==> config.mk <==
export PLATFORM = sky130hd
export DESIGN_NAME = rse_controller
export DESIGN_NICKNAME = d
export VERILOG_FILES = /design/src/hdl/rse_pkg.sv /design/src/hdl/rse_controller.sv
export SDC_FILE = /design/constraint.sdc
export NUM_CORES = 1
export LEC_CHECK = 0
export BUFFER_PORTS_ARGS = -buffer_cell sky130_fd_sc_hd__buf_2
export CORE_AREA = 2 2 39 41
export DETAILED_ROUTE_END_ITERATION = 10
export DIE_AREA = 0 0 41 43
export PLACE_DENSITY = 0.7
export RECOVER_POWER = 25
export SYNTH_ARGS = -nofsm -noshare
export SYNTH_HDL_FRONTEND = slang
export SYNTH_SLANG_ARGS = --single-unit
==> constraint.sdc <==
create_clock -name clk -period 3.85 [get_ports clk]
set_input_delay 0.1925 -clock clk [delete_from_list [all_inputs] [get_ports clk]]
set_output_delay 0.1925 -clock clk [all_outputs]
set_load 0.01 [all_outputs]
==> src/hdl/rse_pkg.sv <==
// ----------------------------------------------------------------------------
// rse_pkg: shared types and constants of the RPN stack evaluator
// Field widths, token and status codes, stack geometry, iteration counts and
// the command and status structs between the controller and the datapath.
// ----------------------------------------------------------------------------
package rse_pkg;

    // Stack geometry.
    localparam int STACK_DEPTH = 128;
    localparam int ADDR_W      = $clog2(STACK_DEPTH);
    localparam int CNT_W       = $clog2(STACK_DEPTH + 1);

    // Number format: signed fixed point with FRAC_BITS fraction bits.
    localparam int VAL_W     = 48;
    localparam int FRAC_BITS = 16;
    localparam int MAG_W     = 2 * VAL_W;
    localparam int DIV_W     = VAL_W + FRAC_BITS;

    localparam int MODE_W = 3;
    localparam int STAT_W = 3;

    // Iteration counts of the shared shift-add and shift-subtract units.
    localparam int MUL_STEPS = VAL_W;
    localparam int DIV_STEPS = DIV_W;
    localparam int ITER_W    = $clog2(DIV_STEPS);

    localparam logic signed [VAL_W-1:0] VAL_MAX = {1'b0, {(VAL_W-1){1'b1}}};
    localparam logic signed [VAL_W-1:0] VAL_MIN = {1'b1, {(VAL_W-1){1'b0}}};
    localparam logic [VAL_W-1:0]        MIN_MAG = {1'b1, {(VAL_W-1){1'b0}}};

    // Token codes.
    localparam logic [MODE_W-1:0] MODE_PUSH = 3'd0;
    localparam logic [MODE_W-1:0] MODE_ADD  = 3'd1;
    localparam logic [MODE_W-1:0] MODE_SUB  = 3'd2;
    localparam logic [MODE_W-1:0] MODE_MUL  = 3'd3;
    localparam logic [MODE_W-1:0] MODE_DIV  = 3'd4;

    // Result status codes.
    localparam logic [STAT_W-1:0] STAT_OK         = 3'd0;
    localparam logic [STAT_W-1:0] STAT_MISSING    = 3'd1;
    localparam logic [STAT_W-1:0] STAT_INVALID    = 3'd2;
    localparam logic [STAT_W-1:0] STAT_INCOMPLETE = 3'd3;
    localparam logic [STAT_W-1:0] STAT_OVERFLOW   = 3'd4;
    localparam logic [STAT_W-1:0] STAT_DIVZERO    = 3'd5;

    typedef enum logic [2:0] {
        S_IDLE,
        S_EXEC,
        S_MUL,
        S_DIV,
        S_SAT,
        S_COMMIT
    } rse_state_t;

    // How the current token is computed.
    typedef enum logic [1:0] {
        CLS_SIMPLE,
        CLS_MUL,
        CLS_DIV
    } rse_cls_t;

    typedef struct packed {
        logic tok_load;
        logic exec_load;
        logic mul_step;
        logic div_step;
        logic sat_load;
        logic commit;
    } rse_cmd_t;

    typedef struct packed {
        rse_cls_t cls;
        logic     out_busy;
    } rse_status_t;

endpackage

==> src/hdl/rse_controller.sv <==
// ----------------------------------------------------------------------------
// rse_controller: sequencer of the RPN stack evaluator
// Accepts one token, steps the multiplier or divider and finishes the token
// once the output register is free.
// ----------------------------------------------------------------------------
module rse_controller (
    input  logic                 clk,
    input  logic                 rst_n,
    input  logic                 in_valid,
    output logic                 in_ready,
    input  rse_pkg::rse_status_t status,
    output rse_pkg::rse_cmd_t    cmd
);

    localparam int ITER_W = rse_pkg::ITER_W;

    rse_pkg::rse_state_t state_reg, state_next;
    logic [ITER_W-1:0]   iter_reg, iter_next;

    // State and iteration counter.
    always_ff @(posedge clk or negedge rst_n)
    begin
        if (!rst_n)
        begin
            state_reg <= rse_pkg::S_IDLE;
            iter_reg  <= '0;
        end
        else
        begin
            state_reg <= state_next;
            iter_reg  <= iter_next;
        end
    end

    // Next state and commands.
    always_comb
    begin
        state_next = state_reg;
        iter_next  = iter_reg;
        in_ready   = 1'b0;
        cmd        = '0;
        case (state_reg)
            rse_pkg::S_IDLE:
            begin
                in_ready = 1'b1;
                if (in_valid)
                begin
                    cmd.tok_load = 1'b1;
                    state_next   = rse_pkg::S_EXEC;
                end
            end
            rse_pkg::S_EXEC:
            begin
                cmd.exec_load = 1'b1;
                iter_next     = '0;
                case (status.cls)
                    rse_pkg::CLS_MUL: state_next = rse_pkg::S_MUL;
                    rse_pkg::CLS_DIV: state_next = rse_pkg::S_DIV;
                    default:          state_next = rse_pkg::S_COMMIT;
                endcase
            end
            rse_pkg::S_MUL:
            begin
                cmd.mul_step = 1'b1;
                iter_next    = iter_reg + ITER_W'(1);
                if (iter_reg == ITER_W'(rse_pkg::MUL_STEPS - 1))
                begin
                    state_next = rse_pkg::S_SAT;
                end
            end
            rse_pkg::S_DIV:
            begin
                cmd.div_step = 1'b1;
                iter_next    = iter_reg + ITER_W'(1);
                if (iter_reg == ITER_W'(rse_pkg::DIV_STEPS - 1))
                begin
                    state_next = rse_pkg::S_SAT;
                end
            end
            rse_pkg::S_SAT:
            begin
                cmd.sat_load = 1'b1;
                state_next   = rse_pkg::S_COMMIT;
            end
            rse_pkg::S_COMMIT:
            begin
                if (!status.out_busy)
                begin
                    cmd.commit = 1'b1;
                    state_next = rse_pkg::S_IDLE;
                end
            end
            default:
            begin
                state_next = rse_pkg::S_IDLE;
            end
        endcase
    end

    // No new token is taken while one is in flight.
    a_no_overlap: assert property (@(posedge clk) disable iff (!rst_n)
        (state_reg != rse_pkg::S_IDLE) |-> !cmd.tok_load)
        else $error("token accepted while busy");

    // A finished token waits while the output register is still full.
    a_commit_wait: assert property (@(posedge clk) disable iff (!rst_n)
        ((state_reg == rse_pkg::S_COMMIT) && status.out_busy)
        |=> (state_reg == rse_pkg::S_COMMIT))
        else $error("finish did not wait for output");

endmodule

# Yosys cells after proc, flatten, opt, wreduce, memory -nomap -nowiden
# Index checks and enable logic that the tools add are counted.
[word_totals] input_bits=6 output_inout_bits=7 word_cells=36 regBits=9
[op_classes] n_addsub=1 muxes=16 n_eq_ne=13 n_reduce_logical=4
[op_table] operator="one-hot mux 3 bit (6 select lines)" n=1
[op_table] operator="== test 6 bit, second input constant" n=2
[op_table] operator="two-way mux 3 bit" n=4
[op_table] operator="one-hot mux 6 bit (2 select lines)" n=1
[op_table] operator="two-way mux 1 bit" n=9
[op_table] operator="inequality test 2 bit, second input constant" n=4
[op_table] operator="adder 6 x 1 -> 6 bit, second input constant" n=1
[op_table] operator="== test 3 x 2 -> 1 bit, second input constant" n=2
[op_table] operator="== test 3 bit, second input constant" n=2
[op_table] operator="one-hot mux 3 bit (2 select lines)" n=1
[op_table] operator="AND reduction 4 bit" n=1
[op_table] operator="== test 3 x 1 -> 1 bit, second input constant" n=1
[op_table] operator="zero test 3 bit" n=1
[op_table] operator="== test 2 x 1 -> 1 bit, second input constant" n=1
[op_table] operator="== test 2 bit, second input constant" n=1
[op_table] operator="nonzero test 2 bit" n=1
[op_table] operator="OR reduction 2 bit" n=1

# Depth between registers and ports, before layout
[depth] depth_word=3 depth_mapped=5 ltp_nobuf=5

# Worst setup path before layout
# OpenSTA, ideal clock, no wires.
[synth_path] path_kind="register -> register" startpoint="register iter_reg[0]" endpoint="register iter_reg[4]" t_required_ns=3.729 path_buffers=0 slack_ns=2.524 setup_ns=0.121 stages_incl_launch_ff=5 synth_period_minus_slack_ns=1.326 arrival_ns=1.205 path_cell_list="dfrtp_1 > ha_1 > nand3_2 > mux2_2 > a22o_1"
[synth_between] elab_chain_cells=2
[synth_lines] element="start, declared" line_no="rse_controller.sv:18" source="logic [ITER_W-1:0] iter_reg, iter_next;"
[synth_lines] element="start signal, assigned" line_no="rse_controller.sv:31" source="iter_reg <= iter_next;"
[synth_lines] element="adder 6 x 1 -> 6 bit" line_no="rse_controller.sv:65, rse_controller.sv:74"
[synth_lines] element="one-hot mux 6 bit (2 select lines)" line_no="rse_controller.sv:42" source="case (state_reg)"
# No other way between the ends.
# A chain may end at the register's enable or synchronous reset.

==> flow_metrics.tcl <==
set metrics [dict create \
    place.gp.congestion 0.755 \
    ctsResizeCount 0 \
    grt_start_max_net_pins 20 \
    cts_buffers 3 \
    synth_seq_cells 9 \
    grt_busiest_layer "met1" \
    antenna_found_initial 0 \
    netlist.top_cell.by_area "dfrtp_1" \
    antenna_left 0 \
    seq_area_frac_synth 0.360 \
    cp_max_fo 13 \
    syn_area_um2 626 \
    grtUsageMet2 0.247 \
    layout_commonest_cell "buf_2" \
    rrSetupSlack_ns 2.30 \
    syn-num-nets 73 \
    final_cell_mix "buf_2 (11), dfrtp_1 (9), nor2_1 (5)" \
    use_met1 0.254 \
    track_usage 0.185 \
    fillers 130 \
    route.detailed.wl_per_inst_um 13.6 \
    synth-edff-count 0 \
    grt_setup_unrepaired "no" \
    drcViolationCount 0 \
    max_freq_ghz 0.611 \
    htreeDepth 1 \
    slew_violations 0 \
    start_util 0.452 \
    synth_area_per_cell_um2 9.62 \
    tightest_slew_ns 0.586 \
    areaGrowthSynthToFinish_pct 14.4 \
    die_y_um 43 \
    die_area_um2 1760 \
    core_region_area_um2 1380 \
    crit_start "state_reg[2]" \
    synth_top_area_share 0.360 \
    insertion_delay_ns 0.26 \
    post-route-period-util 0.425 \
    run_status "completed" \
    std_cell_rows 14 \
    holdCritStartpoint "in_valid" \
    grt-ovfl-total 0 \
    die_w_um 41 \
    use_met3 0.0471 \
    drv_cap 0 \
    synth-async-reset-ratio 1.00 \
    root_buffer "clkbuf_4" \
    period_needed_ns 1.64 \
    setup-violations-final 0 \
    largest_reg_flops 6 \
    grt_pass1_wl_um 2140 \
    postRouteWirelength_um 1280 \
    syn_inst 65 \
    postCtsSetupBuffers 0 \
    diodes 0 \
    ys_types 33 \
    ys.warnings.count 0 \
    num-nets-final 87 \
    drive_above_1_share 0.308 \
    worstRegToRegCells 3 \
    ys.flop_type "dfrtp_1" \
    cts_tree "yes" \
    critical_path_arrival_ns 1.44 \
    r2r-start "state_reg[1]" \
    drt_first_pass_iters 4 \
    slew_headroom 0.609 \
    port_buffers 12 \
    place_hpwl_um 909 \
    fin_worst_skew_ns 0.00264 \
    clockBufferDepth 2 \
    cellLeakagePower_nw 0.332 \
    clk_pin_slew_worst_paths_ns 0.06 \
    hold-path-cell-count 4 \
    drtIter0Drc 8 \
    peakVddDrop_mv 0.321 \
    path_class "register to output port" \
    startpoint_type "register" \
    hold_ws_ns 0.370 \
    fin_setup_tns_ns 0 \
    hp-class "primary input to register" \
    num_vias 521 \
    synth_area_leaders "dfrtp_1 (36%), mux2_2 (5.4%), a22o_1 (4.2%)" \
    via_per_inst 5.54 \
    utilization 0.517 \
    pwr_density_cell_nw_per_um2 682 \
    worstSetupEndpointType "output port" \
    ios 13 \
    power_mw 0.488 \
    hold_viol_final 0 \
    grt_pass1_vias 468 \
    clock-sinks 9 \
    required_ns 3.66 \
]
## cells in the mapped netlist, drive strengths merged, types with 2 or more instances
cell type / number
a21oi: 2
a22o: 3
buf: 3
dfrtp: 9
ha: 2
inv: 3
mux2: 3
nand2: 4
nand3: 3
nor2: 5
nor2b: 3
nor3: 5
nor3b: 2
o21bai: 2
## area by class of cell
type                            count  area, um^2  share of cell area
Inverter                            3        11.3              0.0157
Tap cell                           16        20.0              0.0280
Sequential cell                     9         225               0.315
Clock buffer                        4        26.3              0.0367
Timing Repair Buffer               13        68.8              0.0962
Multi-Input combinational cell     49         364               0.509
## report_power, final
| part | total (mW) | internal [mW] | switching (mW) |
|---|---|---|---|
| clock network | 0.0745 | 0.0400 | 0.0345 |
| logic | 0.206 | 0.110 | 0.0961 |
| registers | 0.208 | 0.124 | 0.0834 |
## metrics by stage
| step | cells | setup WS (ns) | area (um^2) |
|---|---|---|---|
| 2_1_floorplan | 65 | 2.52 | 626 |
| 3_3_place_gp | 89 | 2.40 | 681 |
| 3_5_place_dp | 89 | 2.35 | 681 |
| 4_1_cts | 94 | 2.24 | 717 |
| 5_1_grt | 94 | 2.07 | 716 |
| 6_report | 94 | 2.21 | 716 |
## worst max-delay path: stages (launching register included)
cell	delay [ns]
dfrtp_1	0.60
inv_1	0.21
nor3b_1	0.21
buf_2	0.16
## path summary, 6_finish.rpt
kind / end
min: state_reg[2]
min in group asynchronous: iter_reg[0]
max in group asynchronous: iter_reg[5]
max reg2reg: state_reg[2]
min reg2reg: iter_reg[5]
max: cmd[0]
## logic make-up after synthesis
logic type                 after synthesis  synth area share
AOI/OAI and AO/OA                       15             0.204
DFF                                      9             0.360
buffers and inverters                    7            0.0580
and+or+nand+nor                         28             0.270
adders and majority gates                2            0.0400
xor gates and xnor gates                 1            0.0140
muxes                                    3            0.0540
## repair_timing
| action | CTS | global route |
|---|---|---|
| hold endpoints to repair | 9 | 0 |
| hold buffers | 1 | 0 |
| endpoints found under the setup margin | 0 | 0 |
## routing by layer
metal  up-vias  share of wire  wire length, um
met4         0          0.011               14
met1       241           0.48              610
li1        264              -                -
met2        14           0.47              597
met3         2          0.042               54
met5         -              0                0
Note: power is estimated with default switching activity, not from simulation.
